### src/rtl/drmt_pkg.sv
// shared constants, port layout and command type for the dual range max tree
// no dependencies; used by every module of the block
`default_nettype none

package drmt_pkg;

   // tree geometry
   localparam int MAX_ENTRIES = 1024;
   localparam int DEPTH       = 2 * MAX_ENTRIES;
   localparam int NODE_W      = $clog2(DEPTH);
   localparam int PTR_W       = NODE_W + 1;

   // field widths
   localparam int IDX_W  = 11;
   localparam int VAL_W  = 64;
   localparam int WORD_W = 2 * VAL_W;
   localparam int CALC_W = ((IDX_W > PTR_W) ? IDX_W : PTR_W) + 1;

   // request beat layout, lowest bit first
   localparam int REQ_IDX_LSB   = 0;
   localparam int REQ_A_LSB     = REQ_IDX_LSB + IDX_W;
   localparam int REQ_B_LSB     = REQ_A_LSB + VAL_W;
   localparam int REQ_LO_LSB    = REQ_B_LSB + VAL_W;
   localparam int REQ_HI_LSB    = REQ_LO_LSB + IDX_W;
   localparam int REQ_FIELDS_W  = REQ_HI_LSB + IDX_W;
   localparam int REQ_DATA_W    = ((REQ_FIELDS_W + 7) / 8) * 8;
   localparam int RSP_DATA_W    = WORD_W;

   // command queue between front and engine
   localparam int QUEUE_DEPTH = 2;
   localparam int QPTR_W      = (QUEUE_DEPTH > 1) ? $clog2(QUEUE_DEPTH) : 1;
   localparam int QCNT_W      = $clog2(QUEUE_DEPTH + 1);

   typedef enum logic {
      OP_WRITE = 1'b0,
      OP_QUERY = 1'b1
   } op_type;

   // one classified item; for a write, left holds the leaf node
   typedef struct packed {
      op_type              op;
      logic                empty;
      logic [PTR_W-1:0]    left;
      logic [PTR_W-1:0]    right;
      logic [WORD_W-1:0]   word;   // {value_b, value_a}
   } cmd_type;

endpackage

`default_nettype wire

### src/rtl/drmt_queue.sv
// short command queue that decouples the front end from the tree engine
// depends on drmt_pkg
`default_nettype none

module drmt_queue (
   input  wire                clock,
   input  wire                reset,
   input  wire                push,
   input  drmt_pkg::cmd_type  push_cmd,
   input  wire                pop,
   output drmt_pkg::cmd_type  head_cmd,
   output logic               full,
   output logic               empty
);

   drmt_pkg::cmd_type            entries_ff [drmt_pkg::QUEUE_DEPTH];
   logic [drmt_pkg::QPTR_W-1:0]  wr_ptr_ff, wr_ptr_in, rd_ptr_ff, rd_ptr_in;
   logic [drmt_pkg::QCNT_W-1:0]  count_ff, count_in;
   logic                         do_push, do_pop;

   assign full     = (count_ff == drmt_pkg::QCNT_W'(drmt_pkg::QUEUE_DEPTH));
   assign empty    = (count_ff == '0);
   assign do_push  = push && !full;
   assign do_pop   = pop && !empty;
   assign head_cmd = entries_ff[rd_ptr_ff];

   // pointer and fill count update with wrap
   always_comb begin
      wr_ptr_in = wr_ptr_ff;
      rd_ptr_in = rd_ptr_ff;
      count_in  = count_ff;
      if (do_push) begin
         wr_ptr_in = (wr_ptr_ff == drmt_pkg::QPTR_W'(drmt_pkg::QUEUE_DEPTH - 1)) ?
                     '0 : wr_ptr_ff + 1'b1;
      end
      if (do_pop) begin
         rd_ptr_in = (rd_ptr_ff == drmt_pkg::QPTR_W'(drmt_pkg::QUEUE_DEPTH - 1)) ?
                     '0 : rd_ptr_ff + 1'b1;
      end
      if (do_push && !do_pop) begin
         count_in = count_ff + 1'b1;
      end else if (do_pop && !do_push) begin
         count_in = count_ff - 1'b1;
      end
   end

   always_ff @(posedge clock) begin
      if (reset) begin
         wr_ptr_ff <= '0;
         rd_ptr_ff <= '0;
         count_ff  <= '0;
      end else begin
         wr_ptr_ff <= wr_ptr_in;
         rd_ptr_ff <= rd_ptr_in;
         count_ff  <= count_in;
      end
   end

   // payload storage
   always_ff @(posedge clock) begin
      if (do_push) begin
         entries_ff[wr_ptr_ff] <= push_cmd;
      end
   end

endmodule

`default_nettype wire

### config.mk
export PLATFORM = sky130hd
export DESIGN_NAME = drmt_queue
export DESIGN_NICKNAME = d
export VERILOG_FILES = /design/src/rtl/drmt_pkg.sv /design/src/rtl/drmt_queue.sv
export SDC_FILE = /design/constraint.sdc
export NUM_CORES = 1
export LEC_CHECK = 0
export ABC_AREA = 1
export BUFFER_PORTS_ARGS = -buffer_cell sky130_fd_sc_hd__buf_4
export CORE_ASPECT_RATIO = 0.8
export CORE_MARGIN = 5
export CORE_UTILIZATION = 52
export DETAILED_ROUTE_END_ITERATION = 8
export PLACE_DENSITY = 0.85
export SLEW_MARGIN = 30
export SYNTH_ARGS = -nofsm -noshare
export SYNTH_HDL_FRONTEND = slang
export SYNTH_SLANG_ARGS = --single-unit
### constraint.sdc
create_clock -name clock -period 12 [get_ports clock]
set_input_delay 2.4 -clock clock [delete_from_list [all_inputs] [get_ports clock]]
set_output_delay 2.4 -clock clock [all_outputs]
set_load 0.02 [all_outputs]
==> impl_metrics.ini <==
[pwr]
power_density_nw_per_um2 = 212
ir_drop_uv = 167
p_leak_nw = 5.77

[setup_path]
rrSetupSlack_ns = 9.71
cp_max_fo = 61
arrival_ns = 2.33
r2r_end = entries_ff[1][75]
required_ns = 9.60
startpoint_type = register
rr_startpoint = count_ff[0]
worstSetupPathType = reg2out
end_kind = output port
r2r_cells = 3

[floorplan]
rows = 48
fp.dieW_um = 177
die_height_um = 144
io-pin-count = 314
fp.coreArea_um2 = 21700
start_util = 0.533
dieArea_um2 = 25400

[clock_network]
cts_tree = built
cts-buffers-inserted = 30
clk-insertion-delay-late_ns = 0.54
postCtsSetupRepairBufs = 0
post_cts_resized = 0
clock-sinks = 313
cts_max_level = 1
clkTransAtPathRegs_ns = 0.06
clock_path_buffers = 3
cts_hold_buf = 0
root_buffer = clkbuf_16

[placement]
port_buffers = 313
place_hpwl_mm = 16.4
gp_congestion = 0.756
placed_cell_area_um2 = 14300

[timing]
hold_viol = 0
clock_skew_ns = 0.00855
worst_slew_pin_slew_ns = 0.968
fin_crit_sh = 0.394
rsz0062_at_grt = no
hold_slack_ns = 0.545
finalMaxSlewViolations = 0
relSlewSlack = 0.355
fin_crit_ns = 4.73
fmax_mhz = 211
fin_setup_tns_ns = 0
setup_viol = 0

[route]
drc = 0
vias = 5867
wl_met3_mm = 2.24
met1_length_mm = 9.24
routed.top_layer = met4
first_iter_violations = 404
first_pass_iters = 4
drt_wl_total_mm = 23.7
postRouteAntennaNets = 0
vias_per_cell = 4.99
wl_per_cell_um = 20.2
wl_met2_mm = 11.8

[cells_and_area]
layout.nets = 1009
syn_to_final_growth_pct = 31.1
ff_latch_area_um2 = 9350
postLayoutCellArea_um2 = 15200
drive_gt1_frac = 0.588
n_fill_cell = 1359
multi_input_area_um2 = 2080

[worst_hold_path]
hp-class = reg2reg
min_from = wr_ptr_ff
min_delay_path_depth = 2
holdPathEnd = wr_ptr_ff

[global_route]
grt-ovfl-total = 0
track_usage = 0.179
grt_first_pass_wirelength_mm = 35.0
grt_max_degree = 80
antenna_found_initial = 1
grt_pass1_vias = 6239

[synth]
postSynthAreaPerCell_um2 = 22.5
synthDistinctLibCells = 15
syn_nets = 675
synth_top_area_frac = 0.798
synth_area_leaders = edfxtp_1 80%, mux2_2 9.1%, mux2_4 7.8%, dfxtp_1 0.86%, buf_6 0.78%
yosys_warnings = 0
syn_area_um2 = 11600
yosys.area.top_type = edfxtp_1
seq_area_frac_synth = 0.807
syn_inst = 516
ys_seq_elements = 313

[run_status]
status = finished clean

[job]
drv_cap = 0
[through the flow]
step	instances	total power [mW]	setup slack, ns	utilization
after floorplan	516	2.04	2.38	-
after global placement	1118	2.35	7.56	0.655
after detailed placement	1118	2.37	7.62	0.656
after CTS	1174	3.25	7.23	0.698
after global routing	1175	3.36	7.15	0.699
final	1175	3.22	7.27	0.699
[layout by cell type (no fill, tap or decap), types with 2 or more instances in the layout]
master,synthesis,routed
nor2_4,0,2
dfxtp_1,5,4
inv_1,9,9
bufinv_16,0,2
o21ai_0,5,5
clkinv_1,0,7
nor2_1,9,7
clkinv_2,0,4
buf_4,0,315
clkbuf_16,0,31
buf_6,8,4
nand2_1,4,4
mux2_4,60,60
edfxtp_1,308,308
clkbuf_1,0,11
mux2_2,94,94
[critical path, cell delays in order, from the launching register on]
cell and delay, ns:
dfxtp_4 0.53, buf_6 0.62, mux2_2 0.42, buf_4 0.16
[kinds of logic (layout without fill, tap and decap cells)]
family,Yosys count,count (layout),synth area share
flip-flops,313,313,0.807
multiplexers,154,154,0.169
buffers and inverters,26,384,0.0146
AND/OR/NAND/NOR,16,16,0.00572
AO/OA/AOI/OAI,6,6,0.00259
adder cells (fa/ha/maj),1,1,0.00108
other,0,1,0
[cells in the mapped netlist]
master / n
o21ai_0: 5
mux2_4: 60
nor2_1: 9
mux2_2: 94
edfxtp_1: 308
ha_1: 1
nand2_1: 4
buf_6: 8
dfxtp_1: 5
and2_1: 1
nand4_1: 1
nand3_1: 1
a21oi_1: 1
buf_2: 9
inv_1: 9
[state kept, by name, summed over array words and instances, names as in the netlist, named ones only]
signal and count:
count_ff 2, entries_ff 308, rd_ptr_ff 1, wr_ptr_ff 1
[layout make-up]
| type | instances | area share |
|---|---|---|
| antenna | 1 | 0.000165 |
| clock buffer | 42 | 0.0538 |
| clock inverter | 14 | 0.00758 |
| inverter | 9 | 0.00222 |
| multi-input combinational | 177 | 0.137 |
| sequential | 313 | 0.616 |
| tap | 300 | 0.0247 |
| timing repair buffer | 319 | 0.159 |
[worst max path at each step]
stage	end	startpoint	slack, ns	cells after the start
detailed placement	entries_ff[1][127]	push	7.62	4
finish	head_cmd[10]	register	7.27	3
floorplan	entries_ff[0][0]	push	2.38	2
global placement	head_cmd[14]	register	7.56	3
global route	head_cmd[10]	register	7.15	3
CTS	head_cmd[20]	register	7.23	3
[routing by layer]
| layer | track usage | vias up |
|---|---|---|
| met1 | 0.227 | 2874 |
| met2 | 0.306 | 259 |
| li1 | - | 2704 |
| met3 | 0.0544 | 30 |
| met5 | 0 | - |
| met4 | 0.0435 | 0 |
[report_power, final]
| part | switching (mW) | internal, mW |
|---|---|---|
| combinational | 0.490 | 0.414 |
| sequential | 0.0431 | 1.38 |
| clock | 0.371 | 0.516 |
| total | 0.904 | 2.31 |
No activity file was read; power rests on OpenSTA's default activity.
