### src/rtl/drmt_pkg.sv
// shared constants, port layout and command type for the dual range max tree
// no dependencies; used by every module of the block
`default_nettype none

package drmt_pkg;

   // tree geometry
   localparam int MAX_ENTRIES = 1024;
   localparam int DEPTH       = 2 * MAX_ENTRIES;
   localparam int NODE_W      = $clog2(DEPTH);
   localparam int PTR_W       = NODE_W + 1;

   // field widths
   localparam int IDX_W  = 11;
   localparam int VAL_W  = 64;
   localparam int WORD_W = 2 * VAL_W;
   localparam int CALC_W = ((IDX_W > PTR_W) ? IDX_W : PTR_W) + 1;

   // request beat layout, lowest bit first
   localparam int REQ_IDX_LSB   = 0;
   localparam int REQ_A_LSB     = REQ_IDX_LSB + IDX_W;
   localparam int REQ_B_LSB     = REQ_A_LSB + VAL_W;
   localparam int REQ_LO_LSB    = REQ_B_LSB + VAL_W;
   localparam int REQ_HI_LSB    = REQ_LO_LSB + IDX_W;
   localparam int REQ_FIELDS_W  = REQ_HI_LSB + IDX_W;
   localparam int REQ_DATA_W    = ((REQ_FIELDS_W + 7) / 8) * 8;
   localparam int RSP_DATA_W    = WORD_W;

   // command queue between front and engine
   localparam int QUEUE_DEPTH = 2;
   localparam int QPTR_W      = (QUEUE_DEPTH > 1) ? $clog2(QUEUE_DEPTH) : 1;
   localparam int QCNT_W      = $clog2(QUEUE_DEPTH + 1);

   typedef enum logic {
      OP_WRITE = 1'b0,
      OP_QUERY = 1'b1
   } op_type;

   // one classified item; for a write, left holds the leaf node
   typedef struct packed {
      op_type              op;
      logic                empty;
      logic [PTR_W-1:0]    left;
      logic [PTR_W-1:0]    right;
      logic [WORD_W-1:0]   word;   // {value_b, value_a}
   } cmd_type;

endpackage

`default_nettype wire

### src/rtl/drmt_front.sv
// front end: entry count register, request decode, range clipping to tree nodes
// depends on drmt_pkg
`default_nettype none

module drmt_front (
   input  wire                              clock,
   input  wire                              reset,
   input  wire                              req_tvalid,
   output logic                             req_tready,
   input  wire  [drmt_pkg::REQ_DATA_W-1:0]  req_tdata,
   input  wire                              req_tuser,
   input  wire                              csr_valid,
   output logic                             csr_ready,
   input  wire  [drmt_pkg::IDX_W-1:0]       csr_wdata,
   input  wire                              queue_full,
   input  wire                              init_done,
   output logic                             push,
   output drmt_pkg::cmd_type                push_cmd
);

   logic [drmt_pkg::IDX_W-1:0]  count_ff, count_in;
   logic [drmt_pkg::CALC_W-1:0] count_clip, lo, hi, idx, max_n;
   logic [drmt_pkg::IDX_W-1:0]  f_idx, f_lo, f_hi;
   logic [drmt_pkg::VAL_W-1:0]  f_a, f_b;
   drmt_pkg::op_type            op;
   logic                        idx_ok, empty;

   // entry count register, always writable
   assign csr_ready = 1'b1;
   assign count_in  = (csr_valid && csr_ready) ? csr_wdata : count_ff;

   always_ff @(posedge clock) begin
      if (reset) begin
         count_ff <= drmt_pkg::IDX_W'(drmt_pkg::MAX_ENTRIES);
      end else begin
         count_ff <= count_in;
      end
   end

   // unpack the request beat
   assign op    = drmt_pkg::op_type'(req_tuser);
   assign f_idx = req_tdata[drmt_pkg::REQ_IDX_LSB +: drmt_pkg::IDX_W];
   assign f_a   = req_tdata[drmt_pkg::REQ_A_LSB   +: drmt_pkg::VAL_W];
   assign f_b   = req_tdata[drmt_pkg::REQ_B_LSB   +: drmt_pkg::VAL_W];
   assign f_lo  = req_tdata[drmt_pkg::REQ_LO_LSB  +: drmt_pkg::IDX_W];
   assign f_hi  = req_tdata[drmt_pkg::REQ_HI_LSB  +: drmt_pkg::IDX_W];

   // clip the range and map it to half-open leaf node bounds
   always_comb begin
      max_n      = drmt_pkg::CALC_W'(drmt_pkg::MAX_ENTRIES);
      count_clip = drmt_pkg::CALC_W'(count_ff);
      if (count_clip > max_n) begin
         count_clip = max_n;
      end
      lo = drmt_pkg::CALC_W'(f_lo);
      if (lo == '0) begin
         lo = drmt_pkg::CALC_W'(1);
      end
      hi = drmt_pkg::CALC_W'(f_hi);
      if (hi > count_clip) begin
         hi = count_clip;
      end
      empty  = (lo > hi);
      idx    = drmt_pkg::CALC_W'(f_idx);
      idx_ok = (idx != '0) && (idx <= max_n);

      push_cmd       = '0;
      push_cmd.op    = op;
      push_cmd.word  = {f_b, f_a};
      if (op == drmt_pkg::OP_WRITE) begin
         push_cmd.left = drmt_pkg::PTR_W'(max_n + idx - drmt_pkg::CALC_W'(1));
      end else if (empty) begin
         push_cmd.empty = 1'b1;
      end else begin
         push_cmd.left  = drmt_pkg::PTR_W'(max_n + lo - drmt_pkg::CALC_W'(1));
         push_cmd.right = drmt_pkg::PTR_W'(max_n + hi);
      end
   end

   // writes to nonexistent entries are accepted and dropped
   assign req_tready = init_done && !queue_full;
   assign push       = req_tvalid && req_tready && ((op == drmt_pkg::OP_QUERY) || idx_ok);

endmodule

`default_nettype wire

### config.mk
export PLATFORM = sky130hd
export DESIGN_NAME = drmt_front
export DESIGN_NICKNAME = d
export VERILOG_FILES = /design/src/rtl/drmt_pkg.sv /design/src/rtl/drmt_front.sv
export SDC_FILE = /design/constraint.sdc
export NUM_CORES = 1
export LEC_CHECK = 0
export BUFFER_PORTS_ARGS = -buffer_cell sky130_fd_sc_hd__buf_2
export CAP_MARGIN = 0
export CORE_AREA = 10 10 123 125
export DETAILED_ROUTE_END_ITERATION = 10
export DIE_AREA = 0 0 133 135
export GPL_ROUTABILITY_DRIVEN = 0
export PLACE_DENSITY = 0.58
export SLEW_MARGIN = 25
export SYNTH_ARGS = -nofsm -noshare
export SYNTH_HDL_FRONTEND = slang
export SYNTH_SLANG_ARGS = --single-unit
### constraint.sdc
create_clock -name clock -period 5.3 [get_ports clock]
set_clock_uncertainty 0.2 [all_clocks]
set_input_delay 0.265 -clock clock [delete_from_list [all_inputs] [get_ports clock]]
set_output_delay 0.265 -clock clock [all_outputs]
set_load 0.1 [all_outputs]
==> results of run 1 <==
kinds of logic after synthesis:
kind of cell	Yosys count	share of synthesized area (%)
buffers and inverters	160	40.6
AND/OR/NAND/NOR	90	17.2
AO/OA/AOI/OAI	59	13.9
adder cells (fa/ha/maj)	24	11.0
XOR/XNOR	16	5.12
multiplexers	11	4.02
flip-flops	11	8.05
other	1	0.137
routing by layer:
metal | wire length [um] | share of wire (%)
met1 | 3010 | 31
met2 | 4990 | 52
met3 | 1280 | 13
met4 | 276 | 2.9
met5 | 13 | 0.14
what timing repair did:
action                                  CTS  global route
pin swaps                                 0             2
gates resized for setup                   1             6
endpoints found under the setup margin    6            20
cloned                                    0             1
report_power, final:
part,leakage [nW],switching [mW],internal (mW),total [mW]
clock,0.0382,0.0369,0.101,0.138
combinational,1.03,0.286,0.150,0.436
sequential,0.0909,0.00312,0.0882,0.0913
total,1.16,0.326,0.339,0.665
worst max-delay path: stages, from the launching register on:
cell,delay [ps]
dfxtp_1,330
inv_2,160
nand2_1,120
ha_1,310
nand2_1,50
or2_1,260
a211oi_2,180
nor4_2,80
buf_4,180
or3_1,380
and2_1,180
ha_1,290
nand4_1,100
nor2_1,90
a21o_1,210
a311oi_4,470
o21ai_4,230
a21oi_1,330
buf_12,220
stage by stage:
stage	hold WS (ps)	area, um^2
2_1_floorplan	187	2800
3_3_place_gp	274	2720
3_5_place_dp	293	2720
4_1_cts	51.3	2810
5_1_grt	56.3	2850
6_report	49.1	2850
worst max path at each step:
stage | from | end | cells after the start
after floorplan | count_ff[10] | push_cmd[129] | 19
after global placement | count_ff[10] | push_cmd[142] | 18
after detailed placement | count_ff[10] | push_cmd[142] | 18
after CTS | count_ff[10] | push_cmd[136] | 18
after global routing | count_ff[10] | push_cmd[142] | 18
final | count_ff[10] | push_cmd[137] | 18
synth_stat cells (6+ instances only):
cell and count:
xnor2_1 11, or3_1 9, and2_1 10, inv_1 10
o21ai_0 16, o22ai_1 10, ha_1 24, buf_4 130
nor3_1 6, mux2i_1 11, clkbuf_1 15, dfxtp_1 11
nor2_1 23, a21oi_1 17, nand2_1 19
final cells by class:
cell class / instances / area (um^2) / share of cell area (%)
diodes: 1 / 2.50 / 0.0878
inverters: 10 / 37.5 / 1.32
clock buffers: 4 / 78.8 / 2.76
flip-flops and latches: 11 / 220 / 7.72
multi-input cells: 202 / 1520 / 53.2
repair buffers: 82 / 781 / 27.4
well taps: 172 / 215 / 7.55
==> flow_summary.toml, run 1 <==
[routing]
drt_pass1_iterations = 4
wl_per_cell_um = 19.8
ant_nets = 0
vias = 2099
drtIter0Drc = 128
vias_per_cell = 4.35
routed_wl_um = 9570
route.detailed.drc = 0

[timing]
rsz0062_at_grt = "false"
hold_violations = 0
post-route-min-period_ps = 4890
setup_slack_ps = 408
worstMarginPinSlew_ps = 561
setup_viol_count_final = 0
slew_headroom_pct = 62.2
fin_crit_sh_pct = 92.3
fin_setup_tns_ps = 0
max_freq_mhz = 204
finalMaxSlewViolations = 0

[finish]
syn_to_final_growth_pct = 4.21
largest_register_ff_count = 11
layout_common_cells = "buf_2 (54), ha_1 (24), buf_12 (24)"
final_common_cell = "buf_2"
drive_gt1_share_pct = 35.6
final_util_pct = 22.7
reg.largest.list = "count_ff: 11 flops"
regMostFlops = "count_ff"
nNetsFinal = 520
fill_cells = 1384
stdcell_count = 482

[clock_tree]
cts-root-buf = "clkbuf_16"
hold_buffers = 0
post_cts_buffers = 0
clock_latency_ps = 240
clock_sinks = 11
h-tree-depth = 1
numCtsBuffers = 3
clock_path_buffers = 2
clk_pin_slew_worst_paths_ps = 40
cts_tree = "done"

[grt]
busiest_layer = "met2"
first_global_vias = 2168
grt_pass1_wl_um = 13400
grt_use_met3_pct = 5.64
use_met2_pct = 18.5
use_met1_pct = 8.04
globalRouteOverflowTotal = 0
grt_max_degree = 23
track_usage_pct = 9.72
antenna_found_initial = 2

[setup_path]
cp-start-kind = "flip-flop"
path_class = "reg -> out"
reg2reg_slack_ps = 4370
r2r-start = "count_ff[10]"
arrival_ps = 4430
end_kind = "output pin"
r2r-end = "count_ff[10]"
critPathMaxFanout = 15
crit_required_ps = 4840
ff2ff_path_depth = 2

[synth]
synthCells = 372
yosysTopAreaCell = "buf_4"
synth_area_per_cell_um2 = 7.36
synthesis.nets = 582
synthTopCellsByArea = "buf_4 (36%), ha_1 (11%), dfxtp_1 (8.0%), mux2i_1 (4.0%), xnor2_1 (3.5%)"
synth_top_cell_area_share_pct = 35.7
async_flop_share_pct = 0
ys.flop_type = "dfxtp_1"
netlist_area_um2 = 2740
ys_seq_area_share_pct = 8.05
synth_cell_types = 46
yosys_warnings = 0
ys_ff_latch = 11
synth-edff-count = 0

[hold_path]
hold_end = "count_ff[10]"
whs_path_depth = 3
hp-start = "csr_wdata[10]"
min_path_type = "in -> reg"

[floorplanning]
start_util_pct = 21.8
core_area_um2 = 12600
io_pins = 343
num_rows = 41
die_w_um = 133
dieArea_um2 = 18000
die_h_um = 135

[placed_design]
dp_hpwl_um = 8590
dp_slack_ps = 197
port_buffers = 78
place_inst = 476

[status]
status = "completed"

[pwr]
power.leakage_nw = 1.16
total_power_uw = 665
peakVddDrop_mv = 0.198
powerDensity_nw_per_um2 = 233

[job]
cap_violations = 0
Note: power is estimated with default switching activity, not from simulation.
==> run 2, diff against run 1 <==
--- a/config.mk
+++ b/config.mk
@@ -12,7 +12,7 @@
 export DIE_AREA = 0 0 133 135
 export GPL_ROUTABILITY_DRIVEN = 0
 export PLACE_DENSITY = 0.58
-export SLEW_MARGIN = 25
+export SLEW_MARGIN = 20
 export SYNTH_ARGS = -nofsm -noshare
 export SYNTH_HDL_FRONTEND = slang
 export SYNTH_SLANG_ARGS = --single-unit
==> constraint.sdc (replaced) <==
create_clock -name clock -period 5.4 [get_ports clock]
set_clock_uncertainty 0.2 [all_clocks]
set_input_delay 0.27 -clock clock [delete_from_list [all_inputs] [get_ports clock]]
set_output_delay 0.27 -clock clock [all_outputs]
set_load 0.1 [all_outputs]
==> run 2 against run 1 <==
Non-clock buffer count grew 2; via count decreased by 1.0%; worst hold slack got worse by 7.8 ps; combinational power is 4% lower; sequential power is 2% lower; setup slack got worse by 37 ps; cell count up 0.41%; critical endpoint is now push_cmd[142].
==> flow_summary.toml, run 2 (synthesis results as in run 1) <==
[routing]
drt_pass1_iterations = 4
routed_wl_um = 9550
vias_per_cell = 4.29
route.detailed.drc = 0
wl_per_cell_um = 19.7
ant_nets = 0
drtIter0Drc = 124
vias = 2078

[clock_tree]
clk_pin_slew_worst_paths_ps = 40
clock_latency_ps = 240
h-tree-depth = 1
clock_sinks = 11
cts-root-buf = "clkbuf_16"
clock_path_buffers = 2
numCtsBuffers = 3
cts_tree = "done"

[finish]
drive_gt1_share_pct = 34.5
syn_to_final_growth_pct = 2.88
final_common_cell = "buf_2"
regMostFlops = "count_ff"
final_util_pct = 22.4
nNetsFinal = 521
reg.largest.list = "count_ff: 11 flops"
stdcell_count = 484
largest_register_ff_count = 11
layout_common_cells = "buf_2 (55), ha_1 (24), nor2_1 (23), buf_12 (23), nand2_1 (19)"

[grt]
grt_pass1_wl_um = 13800
first_global_vias = 2261
track_usage_pct = 9.97
globalRouteOverflowTotal = 0
grt_max_degree = 23
antenna_found_initial = 1

[timing]
holdWs_ps = 41.3
slew_headroom_pct = 48.8
fin_setup_tns_ps = 0
hold_violations = 0
rsz0062_at_grt = "false"
worstMarginPinSlew_ps = 766
fin_crit_sh_pct = 93.1
finalMaxSlewViolations = 0
max_freq_mhz = 199
setup_viol_count_final = 0
post-route-min-period_ps = 5030

[setup_path]
critPathMaxFanout = 22
ff2ff_path_depth = 2
reg2reg_slack_ps = 4410
cp-start-kind = "flip-flop"
arrival_ps = 4560
r2r-end = "count_ff[10]"
end_kind = "output pin"
path_class = "reg -> out"
crit_required_ps = 4930
r2r-start = "count_ff[10]"

[status]
status = "completed"

[pwr]
switching_share_pct = 48.9
intPower_uw = 330
p_switching_uw = 315
p_clk_share_pct = 21.2
peakVddDrop_mv = 0.157
power_frac_comb_pct = 64.9
powerDensity_nw_per_um2 = 229
seqPwrFrac_pct = 13.9
power.leakage_nw = 1.16

[floorplanning]
dieArea_um2 = 18000
io_pins = 343
num_rows = 41
die_h_um = 135
start_util_pct = 21.8
die_w_um = 133
core_area_um2 = 12600

[hold_path]
hold_end = "count_ff[10]"
whs_path_depth = 3
min_path_type = "in -> reg"
hp-start = "csr_wdata[10]"

[placed_design]
dp_hpwl_um = 8690
port_buffers = 78
place_inst = 477

[job]
cap_violations = 0
-- run 2: what timing repair did --
item | 4_1_cts | 5_1_grt
hold buffers | 0 | 0
gates resized for setup | 1 | 0
pin swaps | 0 | 1
endpoints found under the setup margin | 1 | 13
buffers inserted | 0 | 1
-- run 2: metal layers --
| metal | share of wire, % | up-vias | global-route usage (%) |
|---|---|---|---|
| met3 | 14 | 31 | 5.42 |
| met5 | 0 | - | 0.583 |
| met1 | 31 | 906 | 8.57 |
| met4 | 3.9 | 0 | 4.65 |
| li1 | - | 1002 | - |
| met2 | 52 | 139 | 18.5 |
-- run 2: worst max path at each step --
stage                       startpoint  cells past startpoint  slack (ps)            end
after global placement    count_ff[10]                     17         420  push_cmd[142]
after CTS                 count_ff[10]                     18         160  push_cmd[142]
after detailed placement  count_ff[10]                     18         270  push_cmd[142]
after floorplan           count_ff[10]                     19        -200  push_cmd[129]
after global routing      count_ff[10]                     18          90  push_cmd[142]
final                     count_ff[10]                     18         370  push_cmd[142]
-- run 2: layout make-up --
type / count / area [um^2]
Fill cell: 1382 / 9750
Tap cell: 172 / 215
Inverter: 10 / 37.5
Timing Repair Buffer: 84 / 781
Sequential cell: 11 / 220
Clock buffer: 4 / 78.8
Multi-Input combinational cell: 201 / 1480
Antenna cell: 2 / 5.00
-- run 2: metrics by stage --
step / setup WS [ps] / power, mW / instance area, um^2
after global placement: 417 / 0.502 / 2720
after global routing: 89.4 / 0.680 / 2810
after floorplan: -198 / 0.813 / 2800
final: 372 / 0.645 / 2820
after detailed placement: 269 / 0.510 / 2720
after CTS: 164 / 0.651 / 2800
-- run 2: critical path: stages, from the launching register on --
cell and delay [ps]:
dfxtp_1 310, inv_1 240, nand2_1 130, ha_1 320, nand4_1 80, or2_1 260, a211oi_2 180, nor4_2 80
buf_4 170, or3_1 360, and2_1 150, ha_1 300, a211o_1 310, o211ai_1 100, a21oi_1 110, a311oi_2 320
o21ai_4 280, o22ai_1 380, buf_12 220
-- run 2: power by group through the flow --
stage | Combinational, mW | Sequential (mW) | Clock (mW)
5_1_grt | 0.445 | 0.0900 | 0.145
3_3_place_gp | 0.412 | 0.0906 | 0
6_report | 0.419 | 0.0895 | 0.137
4_1_cts | 0.421 | 0.0895 | 0.140
2_1_floorplan | 0.723 | 0.0897 | 0
3_5_place_dp | 0.419 | 0.0907 | 0
==> run 3, diff against run 2 <==
--- a/config.mk
+++ b/config.mk
@@ -5,7 +5,8 @@
 export SDC_FILE = /design/constraint.sdc
 export NUM_CORES = 1
 export LEC_CHECK = 0
-export BUFFER_PORTS_ARGS = -buffer_cell sky130_fd_sc_hd__buf_2
+export ABC_AREA = 0
+export BUFFER_PORTS_ARGS = -buffer_cell sky130_fd_sc_hd__clkbuf_2
 export CAP_MARGIN = 0
 export CORE_AREA = 10 10 123 125
 export DETAILED_ROUTE_END_ITERATION = 10
==> run 3 against run 2 <==
Flip-flop and latch count did not move; fmax rose by 0.14%; design area rose by 1.3%; critical path type unchanged.
==> flow_summary.toml, run 3 (synthesis results as in run 1) <==
[finish]
stdcell_count = 485
layout_common_cells = "clkbuf_2 (54), ha_1 (24), buf_12 (23)"
final_cell_area_um2 = 2850
final_common_cell = "clkbuf_2"
nNetsFinal = 522
reg.largest.list = "count_ff: 11 flops"
syn_to_final_growth_pct = 4.21
largest_register_ff_count = 11
regMostFlops = "count_ff"
drive_gt1_share_pct = 35.4

[job]
cap_violations = 0

[grt]
track_usage_pct = 9.90
first_global_vias = 2182
grt_max_degree = 23
globalRouteOverflowTotal = 0
antenna_found_initial = 2
grt_pass1_wl_um = 13800

[routing]
drtIter0Drc = 130
vias_per_cell = 4.39
wl_per_cell_um = 20.0
routed_wl_um = 9720
drt_pass1_iterations = 4
vias = 2127
route.detailed.drc = 0
ant_nets = 0

[clock_tree]
clock_path_buffers = 2
clock_latency_ps = 240
h-tree-depth = 1
cts-root-buf = "clkbuf_16"
clk_pin_slew_worst_paths_ps = 40
clock_sinks = 11
numCtsBuffers = 3
cts_tree = "done"

[setup_path]
cpMaxStageDelayCell = "a311oi_4"
cp-start-kind = "flip-flop"
cp_top_family = "compound AO/OA/AOI/OAI gates"
crit_required_ps = 4930
crit_top_cell = "ha_1"
path_class = "reg -> out"
worstPathCellList = "inv_1 > nand2_1 > ha_1 > nand4_1 > or2_1 > a211oi_2 > nor4_2 > buf_4 > or3_1 > and2_1 > ha_1 > a211o_1 > o211ai_1 > a21oi_1 > a311oi_4 > o21ai_4 > o22ai_1 > buf_12"
cp_num_buf_inv = 3
slowest_delay_ps = 440
arrival_ps = 4550
critPathMaxFanout = 14
end_kind = "output pin"

[timing]
finalMaxSlewViolations = 0
post-route-min-period_ps = 5020
max_freq_mhz = 199
setup_slack_ps = 379
slew_headroom_pct = 62.2
rsz0062_at_grt = "false"
setup_viol_count_final = 0
hold_violations = 0
fin_crit_sh_pct = 93.0
fin_setup_tns_ps = 0
worstMarginPinSlew_ps = 561

[floorplanning]
start_util_pct = 21.8
die_w_um = 133
io_pins = 343
num_rows = 41
dieArea_um2 = 18000
die_h_um = 135
core_area_um2 = 12600

[pwr]
total_power_uw = 653
powerDensity_nw_per_um2 = 229
power.leakage_nw = 1.18
peakVddDrop_mv = 0.175

[placed_design]
port_buffers = 78
place_area_um2 = 2720
dp_hpwl_um = 8720
place_inst = 477
dp_slack_ps = 282

[hold_path]
min_path_type = "in -> reg"

[status]
status = "completed"
==> run 3: cell count changes in the layout (fill, tap and decap cells not counted), sizes merged <==
cell    before  now
buf         84   30
clkbuf       4   58
o21ai       18   19
==> run 3: area by class of cell <==
type | count | area (um^2)
clock buffer | 4 | 78.8
tap | 172 | 215
antenna | 2 | 5.00
sequential | 11 | 220
inverter | 10 | 37.5
fill | 1367 | 9720
timing repair buffer | 84 | 783
multi-input combinational | 202 | 1510
==> run 3: routing by layer <==
layer	vias to the layer above	track usage, %	wire length (um)
met2	148	18.3	5060
met4	0	4.16	316
met5	-	0	0
met1	942	8.58	2970
li1	1006	-	-
met3	31	5.60	1370
==> run 3: metrics by stage <==
stage                     utilization (%)  hold slack (ps)
final                                22.7             56.8
after global placement               21.6              274
after CTS                            22.3             53.4
after floorplan                         -              192
after global routing                 22.7             63.3
after detailed placement             21.6              293
==> run 3: repair_timing <==
item | CTS | global route
buffers inserted | 0 | 1
hold endpoints to repair | 0 | 0
hold buffers | 0 | 0
gates resized for setup | 0 | 4
setup endpoints to repair | 0 | 16
==> run 3: final timing paths <==
| check | start | end | slack (ps) | depth (start not counted) |
|---|---|---|---|---|
| worst min register to register | count_ff[4] | count_ff[4] | 300 | 2 |
| worst min-delay path | csr_wdata[10] | count_ff[10] | 60 | 3 |
| worst max register to register | count_ff[10] | count_ff[10] | 4390 | 2 |
| worst max-delay path | count_ff[10] | push_cmd[142] | 380 | 18 |
==> run 3: report_power, final <==
group          switching [mW]  internal, mW  leakage (nW)
Combinational           0.282         0.148          1.05
Clock                  0.0348        0.0989        0.0382
Sequential            0.00273        0.0866        0.0909
==> run 3: worst min-delay path, cell delays in order <==
cell	delay, ps
clkbuf_2	70
nand2_1	50
o211ai_1	60
